$ cat src/rtl/plids_pkg.sv
`timescale 1ns / 1ps
// Package for the positional list unit: codes, field widths and the control
// structs passed between the controller, the top level and the list cells.
package plids_pkg;

	localparam int unsigned DEPTH_DEF = 16;

	localparam int unsigned VALUE_W = 32;
	localparam int unsigned OP_W    = 2;
	localparam int unsigned POS_W   = 5;
	localparam int unsigned STAT_W  = 2;
	localparam int unsigned FOUND_W = 4;
	localparam int unsigned LEN_W   = 5;

	localparam logic [OP_W-1:0] OP_INSERT = 2'd0;
	localparam logic [OP_W-1:0] OP_DELETE = 2'd1;
	localparam logic [OP_W-1:0] OP_SEARCH = 2'd2;

	localparam logic [STAT_W-1:0] ST_OK       = 2'd0;
	localparam logic [STAT_W-1:0] ST_RANGE    = 2'd1;
	localparam logic [STAT_W-1:0] ST_FULL     = 2'd2;
	localparam logic [STAT_W-1:0] ST_NOTFOUND = 2'd3;

	typedef logic signed [VALUE_W-1:0] value_t;

	// Broadcast from the controller to the whole chain.
	typedef struct packed {
		logic ins_ok;    // accepted insert that changes the list
		logic del_ok;    // accepted delete that changes the list
		logic load_hit;  // accepted search: every cell latches its compare
		logic shift_hit; // search scan: hit flags move one cell toward the head
	} chain_op_t;

	// Per-cell decode of the broadcast.
	typedef struct packed {
		logic take_val;   // load the request value
		logic take_left;  // take the entry of the cell before
		logic take_right; // take the entry of the cell after
		logic load_hit;
		logic shift_hit;
		logic in_use;     // cell lies below the current length
	} cell_ctl_t;

endpackage

$ cat src/rtl/positional_list_insert_delete_search_unit.sv
`timescale 1ns / 1ps
// Top level of the positional list unit: a chain of list cells and the
// controller. Depends on plids_pkg, plids_cell and plids_ctrl.
//
// Usage: every request on the input channel (in_valid/in_ready) carries an
// opcode, a value and a position, and gives exactly one result on the output
// channel (out_valid/out_ready) with a status, a found position and the
// list length after the request. The list lives in a row of DEPTH cells;
// cell i holds entry i. An insert or delete moves the cells from the
// position on: each loads the request value or the entry of its left or right
// neighbor. For insert, delete, rejected and unused requests the result is
// registered at the accepting edge, so one request per cycle is sustained
// while the receiver keeps out_ready high.
// A search latches a compare flag in every cell, then shifts the flags
// toward the head one cell per cycle while a counter walks the positions.
// The counter gives the match position when a flag reaches the head; a miss
// ends the scan at the length. No request is taken during the scan.
// Reset empties the list (length zero) and clears both channels; entry data
// is not cleared. While the receiver stalls, the result is held and a new
// request is taken only in the cycle the held result is consumed.
module positional_list_insert_delete_search_unit #(
	parameter int unsigned DEPTH = plids_pkg::DEPTH_DEF
) (
	input  logic                           clk,
	input  logic                           arst_n,
	input  logic                           in_valid,
	output logic                           in_ready,
	input  logic [plids_pkg::OP_W-1:0]     opcode,
	input  plids_pkg::value_t              item_value,
	input  logic [plids_pkg::POS_W-1:0]    position,
	output logic                           out_valid,
	input  logic                           out_ready,
	output logic [plids_pkg::STAT_W-1:0]   status,
	output logic [plids_pkg::FOUND_W-1:0]  found_position,
	output logic [plids_pkg::LEN_W-1:0]    list_length
);
	import plids_pkg::*;

	localparam int unsigned CNT_W = $clog2(DEPTH + 1);
	localparam int unsigned IDX_W = (CNT_W > POS_W) ? CNT_W : POS_W;
	localparam logic [LEN_W-1:0] DEPTH_LEN = LEN_W'(DEPTH);

	logic [CNT_W-1:0] count;
	chain_op_t        op;
	logic             busy;
	value_t           entry [DEPTH];
	logic [DEPTH-1:0] hit;
	logic [IDX_W-1:0] pos_ext;
	logic [IDX_W-1:0] cnt_ext;

	assign pos_ext = IDX_W'(position);
	assign cnt_ext = IDX_W'(count);

	plids_ctrl #(
		.DEPTH (DEPTH),
		.CNT_W (CNT_W)
	) u_ctrl (
		.clk            (clk),
		.arst_n         (arst_n),
		.in_valid       (in_valid),
		.in_ready       (in_ready),
		.opcode         (opcode),
		.position       (position),
		.head_hit       (hit[0]),
		.count          (count),
		.op             (op),
		.busy           (busy),
		.out_valid      (out_valid),
		.out_ready      (out_ready),
		.status         (status),
		.found_position (found_position),
		.list_length    (list_length)
	);

	// Each cell decodes the broadcast against its own place in the row.
	// Cells past the length may pick up stale data; they are written again
	// before the length grows over them.
	for (genvar i = 0; i < DEPTH; i++) begin : g_cell
		localparam logic [IDX_W-1:0] IDX = IDX_W'(i);
		cell_ctl_t ctl;
		value_t    left_value;
		value_t    right_value;
		logic      right_hit;

		assign ctl.take_val   = op.ins_ok && (IDX == pos_ext);
		assign ctl.take_left  = op.ins_ok && (IDX > pos_ext);
		assign ctl.take_right = op.del_ok && (IDX >= pos_ext);
		assign ctl.load_hit   = op.load_hit;
		assign ctl.shift_hit  = op.shift_hit;
		assign ctl.in_use     = IDX < cnt_ext;

		if (i == 0) begin : g_head
			assign left_value = entry[i];
		end else begin : g_body
			assign left_value = entry[i-1];
		end

		if (i == DEPTH - 1) begin : g_tail
			assign right_value = entry[i];
			assign right_hit   = 1'b0;
		end else begin : g_next
			assign right_value = entry[i+1];
			assign right_hit   = hit[i+1];
		end

		plids_cell u_cell (
			.clk         (clk),
			.arst_n      (arst_n),
			.ctl         (ctl),
			.item_value  (item_value),
			.left_value  (left_value),
			.right_value (right_value),
			.right_hit   (right_hit),
			.entry       (entry[i]),
			.hit         (hit[i])
		);
	end

	// No request may be taken while a search scan is running.
	a_busy_blocks_input: assert property (@(posedge clk) disable iff (!arst_n)
		busy |-> !in_ready)
		else $error("request accepted during search scan");

	// A full status is only reported when the list holds DEPTH entries.
	a_full_length: assert property (@(posedge clk) disable iff (!arst_n)
		(out_valid && (status == ST_FULL)) |-> (list_length == DEPTH_LEN))
		else $error("full status with short list");

	// The found position is zero unless a search succeeded.
	a_found_zero: assert property (@(posedge clk) disable iff (!arst_n)
		(out_valid && (status != ST_OK)) |-> (found_position == '0))
		else $error("found position set on a failed request");

	// The length count never exceeds the number of cells.
	a_count_bound: assert property (@(posedge clk) disable iff (!arst_n)
		1'b1 |-> (count <= CNT_W'(DEPTH)))
		else $error("length count beyond depth");

endmodule

$ cat src/rtl/plids_cell.sv
`timescale 1ns / 1ps
// One list cell: holds one entry and one search hit flag.
// Depends on plids_pkg.
module plids_cell (
	input  logic                clk,
	input  logic                arst_n,
	input  plids_pkg::cell_ctl_t ctl,
	input  plids_pkg::value_t   item_value,
	input  plids_pkg::value_t   left_value,
	input  plids_pkg::value_t   right_value,
	input  logic                right_hit,
	output plids_pkg::value_t   entry,
	output logic                hit
);
	import plids_pkg::*;

	value_t entry_q;
	logic   hit_q;

	always_ff @(posedge clk) begin
		priority if (ctl.take_val) begin
			entry_q <= item_value;
		end else if (ctl.take_left) begin
			entry_q <= left_value;
		end else if (ctl.take_right) begin
			entry_q <= right_value;
		end
	end

	always_ff @(posedge clk or negedge arst_n) begin
		if (!arst_n) begin
			hit_q <= 1'b0;
		end else if (ctl.load_hit) begin
			hit_q <= ctl.in_use && (entry_q == item_value);
		end else if (ctl.shift_hit) begin
			hit_q <= right_hit;
		end
	end

	assign entry = entry_q;
	assign hit   = hit_q;

endmodule

$ cat src/rtl/plids_ctrl.sv
`timescale 1ns / 1ps
// Controller: length count, range checks, search scan sequencer and the
// result register. Depends on plids_pkg.
module plids_ctrl #(
	parameter int unsigned DEPTH = plids_pkg::DEPTH_DEF,
	parameter int unsigned CNT_W = $clog2(DEPTH + 1)
) (
	input  logic                         clk,
	input  logic                         arst_n,
	input  logic                         in_valid,
	output logic                         in_ready,
	input  logic [plids_pkg::OP_W-1:0]   opcode,
	input  logic [plids_pkg::POS_W-1:0]  position,
	input  logic                         head_hit,
	output logic [CNT_W-1:0]             count,
	output plids_pkg::chain_op_t         op,
	output logic                         busy,
	output logic                         out_valid,
	input  logic                         out_ready,
	output logic [plids_pkg::STAT_W-1:0] status,
	output logic [plids_pkg::FOUND_W-1:0] found_position,
	output logic [plids_pkg::LEN_W-1:0]  list_length
);
	import plids_pkg::*;

	localparam int unsigned CMP_W = (CNT_W > POS_W) ? CNT_W : POS_W;
	localparam logic [CNT_W-1:0] FULL_CNT = CNT_W'(DEPTH);

	localparam logic S_IDLE = 1'b0;
	localparam logic S_SCAN = 1'b1;

	logic              state_q;
	logic [CNT_W-1:0]  count_q;
	logic [CNT_W-1:0]  scan_q;
	logic              out_valid_q;
	logic [STAT_W-1:0] status_q;
	logic [FOUND_W-1:0] found_q;
	logic [LEN_W-1:0]  length_q;

	logic              accept;
	logic [CMP_W-1:0]  pos_ext;
	logic [CMP_W-1:0]  cnt_ext;
	logic [CMP_W-1:0]  scan_ext;
	logic [CMP_W-1:0]  next_cnt_ext;
	logic              ins_range;
	logic              is_full;
	logic              del_range;
	logic              scan_miss;
	logic              scan_done;
	logic [STAT_W-1:0] new_status;
	logic [CNT_W-1:0]  new_count;

	assign in_ready = (state_q == S_IDLE) && (!out_valid_q || out_ready);
	assign accept   = in_valid && in_ready;

	assign pos_ext   = CMP_W'(position);
	assign cnt_ext   = CMP_W'(count_q);
	assign scan_ext  = CMP_W'(scan_q);
	assign ins_range = pos_ext > cnt_ext;
	assign is_full   = count_q == FULL_CNT;
	assign del_range = pos_ext >= cnt_ext;

	assign scan_miss = scan_q == count_q;
	assign scan_done = (state_q == S_SCAN) && (scan_miss || head_hit);

	always_comb begin
		new_status = ST_OK;
		new_count  = count_q;
		op         = '0;
		unique case (opcode)
			OP_INSERT: begin
				if (ins_range) begin
					new_status = ST_RANGE;
				end else if (is_full) begin
					new_status = ST_FULL;
				end else begin
					new_count = count_q + CNT_W'(1);
					op.ins_ok = accept;
				end
			end
			OP_DELETE: begin
				if (del_range) begin
					new_status = ST_RANGE;
				end else begin
					new_count = count_q - CNT_W'(1);
					op.del_ok = accept;
				end
			end
			OP_SEARCH: begin
				op.load_hit = accept;
			end
			default: begin
			end
		endcase
		op.shift_hit = (state_q == S_SCAN) && !scan_done;
	end

	assign next_cnt_ext = CMP_W'(new_count);

	always_ff @(posedge clk or negedge arst_n) begin
		if (!arst_n) begin
			state_q     <= S_IDLE;
			count_q     <= '0;
			scan_q      <= '0;
			out_valid_q <= 1'b0;
		end else begin
			if (accept) begin
				count_q <= new_count;
			end
			unique case (state_q)
				S_IDLE: begin
					if (accept && (opcode == OP_SEARCH)) begin
						state_q <= S_SCAN;
						scan_q  <= '0;
					end
				end
				S_SCAN: begin
					if (scan_done) begin
						state_q <= S_IDLE;
					end else begin
						scan_q <= scan_q + CNT_W'(1);
					end
				end
				default: begin
					state_q <= S_IDLE;
				end
			endcase
			if ((accept && (opcode != OP_SEARCH)) || scan_done) begin
				out_valid_q <= 1'b1;
			end else if (out_ready) begin
				out_valid_q <= 1'b0;
			end
		end
	end

	always_ff @(posedge clk) begin
		if (accept && (opcode != OP_SEARCH)) begin
			status_q <= new_status;
			found_q  <= '0;
			length_q <= next_cnt_ext[LEN_W-1:0];
		end else if (scan_done) begin
			status_q <= scan_miss ? ST_NOTFOUND : ST_OK;
			found_q  <= scan_miss ? '0 : scan_ext[FOUND_W-1:0];
			length_q <= cnt_ext[LEN_W-1:0];
		end
	end

	assign count          = count_q;
	assign busy           = state_q == S_SCAN;
	assign out_valid      = out_valid_q;
	assign status         = status_q;
	assign found_position = found_q;
	assign list_length    = length_q;

endmodule

$ cat config.mk
export PLATFORM = sky130hd
export DESIGN_NAME = positional_list_insert_delete_search_unit
export DESIGN_NICKNAME = d
export VERILOG_FILES = /design/src/rtl/plids_pkg.sv /design/src/rtl/positional_list_insert_delete_search_unit.sv /design/src/rtl/plids_cell.sv /design/src/rtl/plids_ctrl.sv
export SDC_FILE = /design/constraint.sdc
export NUM_CORES = 2
export LEC_CHECK = 0
export BUFFER_PORTS_ARGS = -buffer_cell sky130_fd_sc_hd__buf_4
export CORE_ASPECT_RATIO = 0.9
export CORE_MARGIN = 5
export CORE_UTILIZATION = 50
export CTS_CLUSTER_DIAMETER = 200
export DETAILED_ROUTE_END_ITERATION = 8
export PLACE_DENSITY = 0.66
export SETUP_SLACK_MARGIN = 0.05
export SLEW_MARGIN = 15
export SYNTH_ARGS = -nofsm -noshare
export SYNTH_HDL_FRONTEND = slang
export SYNTH_SLANG_ARGS = --single-unit
$ cat constraint.sdc
create_clock -name clk -period 5.52 [get_ports clk]
set_input_delay 0.552 -clock clk [delete_from_list [all_inputs] [get_ports clk]]
set_output_delay 0.552 -clock clk [all_outputs]
set_load 0.005 [all_outputs]
## Word level (Yosys, flattened, before mapping)

Cells that the tools add are included.
W data, S select, Z words.

| storage, ports and cells | value |
|---|---|
| flip-flop bits (word level) | 551 |
| bits of input ports | 43 |
| output and inout port bits | 13 |

| operators by class | value |
|---|---|
| $add $sub $neg | 3 |
| $lt $le $gt $ge | 49 |
| equality and inequality tests | 39 |
| mux-type cells | 107 |
| bitwise gates (word level) | 1 |
| reductions and logical operators | 97 |

Operators with widths:

| operator | number |
|---|---|
| $mux W32 | 47 |
| $eq A32 B32 Y1 | 16 |
| $logic_and A1 B1 Y1 | 69 |
| $mux W1 | 43 |
| $reduce_bool A3 Y1 | 14 |
| $eq A4 B5 Y1 const A | 8 |
| $gt A4 B5 Y1 const A | 8 |
| $lt A4 B5 Y1 const A | 8 |
| $ge A4 B5 Y1 const A | 7 |
| $mux W5 | 7 |
| $eq A3 B5 Y1 const A | 4 |
| $ge A3 B5 Y1 const A | 4 |
| $gt A3 B5 Y1 const A | 4 |
| $lt A3 B5 Y1 const A | 4 |
| $pmux W5 S2 | 2 |
| $add A5 B1 Y5 const B | 2 |
| $eq A2 B5 Y1 const A | 2 |
| $ge A1 B5 Y1 const A | 2 |
| $ge A2 B5 Y1 const A | 2 |
| $gt A1 B5 Y1 const A | 2 |
| $gt A2 B5 Y1 const A | 2 |
| $lt A1 B5 Y1 const A | 2 |
| $lt A2 B5 Y1 const A | 2 |
| $mux W2 | 5 |
| 20 further kinds | 30 |

## Depth between registers and ports, before layout

| depth | value |
|---|---|
| depth in word-level cells | 10 |
| depth in mapped cells | 12 |
| gate-level depth less buffers | 8 |

## Cells and area by module

Synthesis repeated with hierarchy kept, for this count alone.

| unflattened totals | value |
|---|---|
| cells, all modules | 3,230 |
| area total of the unflattened synthesis | 34,257.9 um^2 |

By module, submodules not included:

| module | instances | cells an instance | area each (um^2) |
|---|---|---|---|
| plids_cell | 16 | 187 | 2,018.2 |
| plids_ctrl | 1 | 137 | 1,412.6 |
| positional_list_insert_delete_search_unit | 1 | 101 | 554.3 |

## Worst setup path after synthesis

OpenSTA, ideal clock, no wires.

| timing | value |
|---|---|
| path type | flip-flop to flip-flop |
| start point | register u_ctrl.count_q[2] (netlist: u_ctrl.count[2]) |
| end point | register g_cell[2].u_cell.entry_q[0], enable pin |
| library setup time | 461 ps |
| arrival | 4,416 ps |
| data required time | 5,059 ps |
| setup slack | 643 ps |
| stages on the path, launching flop included | 12 |
| period minus slack after synthesis | 4,877 ps |
| cells stage by stage | dfrtp_1 > clkbuf_1 > inv_1 > ha_1 > o211ai_1 > a21oi_1 > o21ai_0 > buf_2 > and2_1 > buf_2 > nand3_1 > nor3_1 |

| between the ends | value |
|---|---|
| word-level cells in the longest chain between the ends | 6 |
| elaborated cells on any way between the ends | 12 |
| those cells by class | order compare (2); eq/ne (1); mux (5); reduce/logical (4) |

RTL lines:

| element | line | RTL |
|---|---|---|
| from (decl) | plids_ctrl.sv:33 | `logic [CNT_W-1:0] count_q;` |
| from (signal assigned) | plids_ctrl.sv:108 | `count_q <= new_count;` |
| branches (longest 5 deep; another with $ge A5 B5 Y1) | - |  |
| $reduce_bool A3 Y1 (no source line) (*) | - |  |
| to (signal assigned) | plids_cell.sv:22 | `entry_q <= item_value;` |
| to (signal assigned) | plids_cell.sv:24 | `entry_q <= left_value;` |
| to (signal assigned) | plids_cell.sv:26 | `entry_q <= right_value;` |
| to (decl) | plids_cell.sv:17 | `value_t entry_q;` |

Every way passes the cells marked *.
A chain may end at the register's enable or synchronous reset.

## Worst setup path after layout

| timing | value |
|---|---|
| start point | register u_ctrl.count_q[4] (netlist: u_ctrl.count[4]) |
| end point | register g_cell[3].u_cell.entry_q[29], enable pin |

| between the ends | value |
|---|---|
| word-level cells in the longest chain between the ends | 6 |
| elaborated cells on any way between the ends | 12 |
| those cells by class | order compare (2); eq/ne (1); mux (5); reduce/logical (4) |

RTL lines:

| element | line |
|---|---|
| branches (longest 5 deep; another with $ge A5 B5 Y1) | - |
| $reduce_bool A3 Y1 (no source line) (*) | - |
| to (signal assigned) | plids_cell.sv:22 |
| to (signal assigned) | plids_cell.sv:24 |
| to (signal assigned) | plids_cell.sv:26 |
| to (decl) | plids_cell.sv:17 |

Marks and branches as above.

==> metrics.md <==
| Metric | Value |
|---|---|
| Syn_nets | `3272` |
| CTS clk-pin slew, worst paths | `0.07 ns` |
| Die X | `284 µm` |
| Final hold violations | `0` |
| Rows | `90` |
| Worst Path Max Fanout | `32` |
| Clock skew | `0.0361 ns` |
| Final net count | `3164` |
| Die ar. | `73000 µm²` |
| CP startpoint kind | `flop` |
| Placer Congestion | `1.01` |
| Crit path DAT | `4.28 ns` |
| CTS Buffer Depth | `3` |
| Final setup TNS | `0 ns` |
| RSZ-0062 raised after global routing | `false` |
| Core Box Area | `67100 µm²` |
| Vias in the first global route | `25200` |
| Ys flop type | `edfxtp_1` |
| Gate Count Post-Synth | `3219` |
| PostCTS Resize Cnt | `0` |
| Placed Cells | `3923` |
| Commonest non-fill, non-tap cell in the layout | `edfxtp_1` |
| Outcome | `finished clean` |
| Overall Global Routing Usage | `0.327` |
| Register bit total from synthesis | `551` |
| First-pass GRT wire length | `178000 µm` |
| Ports | `56` |
| Pin count of the biggest net entering global routing | `97` |
| HPWL Detailed | `86700 µm` |
| Clock sinks | `551` |
| Kind of critical path | `reg2reg` |
| DR vias/cell | `6.61` |
| Initial antenna violation count | `6` |
| Cell variety after synth | `61` |
| Peak supply drop | `0.000262 V` |
| Avg Inst Size Synth | `10.5 µm²` |
| Grt ovf | `0` |
| Commonest non-fill, non-tap cells in the layout | `519 x edfxtp_1, 372 x mux2i_1, 305 x nand2_1` |
| CTS H-tree lvls | `2` |
| Routed wl met2 | `54400 µm` |
| Max-cap violations | `0` |
| DRC Markers | `0` |
| Slew headroom | `0.174` |
| Leak Pwr | `0.0134 µW` |
| CTS tree | `built` |
| Avg WL per Cell | `30.9 µm` |
| Final period demand of the worst path | `4.04 ns` |
| Max frequency | `247 MHz` |
| Fillers | `5767` |
| M1 wire length | `46400 µm` |
| Endpoints failing setup | `0` |
| Met3 wire len | `17500 µm` |
| Finished Layout Cells | `4030` |
| Cts bufs inserted | `59` |
| Final Cycle Share | `0.732` |
| Max Used Layer | `met5` |
| Antenna Cells | `0` |
| Pwr/cell area | `289 nW/µm²` |
| Root buf cell | `clkbuf_16` |
| Detailed Route WL | `124000 µm` |
| Initial DRC Count | `4084` |
| DIE HEIGHT | `257 µm` |
| Post-synth EDFFs | `519` |
| Number of vias in the routed layout | `26600` |
| Max-slew violations | `0` |
| Slew @ Worst Pin | `1.24 ns` |
| Share of layout cells above drive strength 1 | `0.102` |
| Worst skew pair latency | `0.64 ns` |
| Area growth, synth to finish | `8.56%` |
| Worst hold-check path type | `in2reg` |
| Required @ worst endpoint | `5.75 ns` |
| Mapped cell area | `33800 µm²` |
| Share of synthesized flip-flops with an asynchronous set or reset | `0.0508` |
| Critical path endpoint category | `flop` |
| Drt first pass iters | `6` |
| IO Port Bufs | `55` |
| Count of yosys warnings during synthesis | `0` |
| Initial Util | `0.504` |
| Post-synthesis sequential area ratio | `0.483` |
| Antenna Nets Post-Route | `0` |
==> worst paths after layout <==
path / startpoint / endpoint / slack [ns] / depth (start not counted)
max: u_ctrl.count[4] / g_cell[3].u_cell.entry[29] / 1.48 / 8
min: opcode[0] / u_ctrl.count[1] / 0.23 / 2
max reg2reg: u_ctrl.count[4] / g_cell[3].u_cell.entry[29] / 1.48 / 8
min reg2reg: u_ctrl.found_position[3] / u_ctrl.found_position[3] / 0.46 / 2
max in group asynchronous: arst_n / g_cell[7].u_cell.hit / 4.66 / 2
min in group asynchronous: arst_n / u_ctrl.busy / 0.42 / 2
==> state kept, by name, summed over array words and instances (netlist names) <==
name / flops
u_ctrl.count: 5
u_ctrl.list_length: 5
u_ctrl.found_position: 4
g_cell.u_cell.hit: 16
u_ctrl.status: 2
g_cell.u_cell.entry: 512
u_ctrl.scan_ext: 5
u_ctrl.busy: 1
u_ctrl.out_valid: 1
==> stage by stage <==
stage	power (µW)	area, µm²	utilization	setup slack, ns	hold WS (ns)
floorplan	5830	33800	-	0.643	0.256
global placement	6420	34700	0.518	1.40	0.446
detailed placement	6460	34700	0.518	1.19	0.455
CTS	10600	36700	0.548	1.60	0.199
global route	10900	36700	0.548	1.34	0.229
finish	10600	36700	0.548	1.48	0.227
==> synth_stat cells (3+ instances only) <==
cell type  instances  share of area
a2111oi_0          5         0.0013
a21o_1             3        0.00067
a21oi_1          222          0.033
a221oi_1           5         0.0013
a22oi_1           83          0.018
a31oi_1            7         0.0013
and3_1            13         0.0024
buf_1             28         0.0031
buf_2             68          0.010
buf_4             17         0.0038
buf_6              4         0.0013
clkbuf_1         180          0.020
dfrtp_1           28          0.021
dfxtp_1            4         0.0024
edfxtp_1         519           0.46
ha_1              10         0.0037
inv_1             18         0.0020
mux2_1             3         0.0010
mux2_2            61          0.020
mux2i_1          372           0.11
nand2_1          306          0.034
nand2b_1           4        0.00074
nand3_1           56         0.0083
nand4_1           93          0.017
nor2_1           241          0.027
nor2_2             3        0.00055
nor2b_1            6         0.0011
nor3_1            13         0.0019
nor3_2             3        0.00089
nor4_1            80          0.015
nor4_4             3         0.0019
o211ai_1           5         0.0011
o21ai_0          184          0.027
o21ai_1           11         0.0016
o22ai_1            7         0.0013
o31ai_1            4        0.00089
or2_2              3        0.00055
or3_1              3        0.00055
or4_1              4        0.00089
xnor2_1          233          0.060
xor2_1           283          0.073
==> worst max-delay path: stages, from the launching register on <==
cell	delay, ns
dfrtp_1	0.72
inv_1	0.27
ha_1	0.38
a21oi_1	0.15
inv_1	0.09
o21ai_1	0.20
and2_1	0.35
nand3_1	0.52
nor2_4	0.93
==> area by class of cell <==
class                      instances  area, µm²  area share
inverter                          18       67.6     0.00184
sequential                       551      16400       0.445
clock buffer                      80       1670      0.0453
tap                              874       1090      0.0298
multi-input combinational       2353      16200       0.442
clock inverter                    26        323     0.00878
timing repair buffer             128        988      0.0269
==> cells by family (layout without fill, tap and decap cells) <==
| group | after synthesis | in the layout | synth area share |
|---|---|---|---|
| XOR/XNOR | 516 | 516 | 0.134 |
| AO/OA/AOI/OAI | 548 | 548 | 0.0911 |
| flip-flops | 551 | 551 | 0.483 |
| AND/OR/NAND/NOR | 843 | 843 | 0.117 |
| adder cells (fa/ha/maj) | 10 | 10 | 0.00370 |
| buffers and inverters | 315 | 252 | 0.0402 |
| multiplexers | 436 | 436 | 0.131 |
==> timing repair <==
action / CTS / global route
setup buffers: 0 / 0
hold buffers: 1 / 0
endpoints found under the hold margin: 28 / 0
==> power breakdown <==
group	internal, µW	total, µW	switching (µW)
clock network	2430	4190	1760
registers	4710	4940	227
logic	488	1500	1020
==> metal layers <==
layer	GRT usage	vias to the layer above
met1	0.440	12800
met3	0.0956	384
met2	0.497	2020
met5	0	-
met4	0.136	8
li1	-	11400
Note: power is estimated with default switching activity, not from simulation.
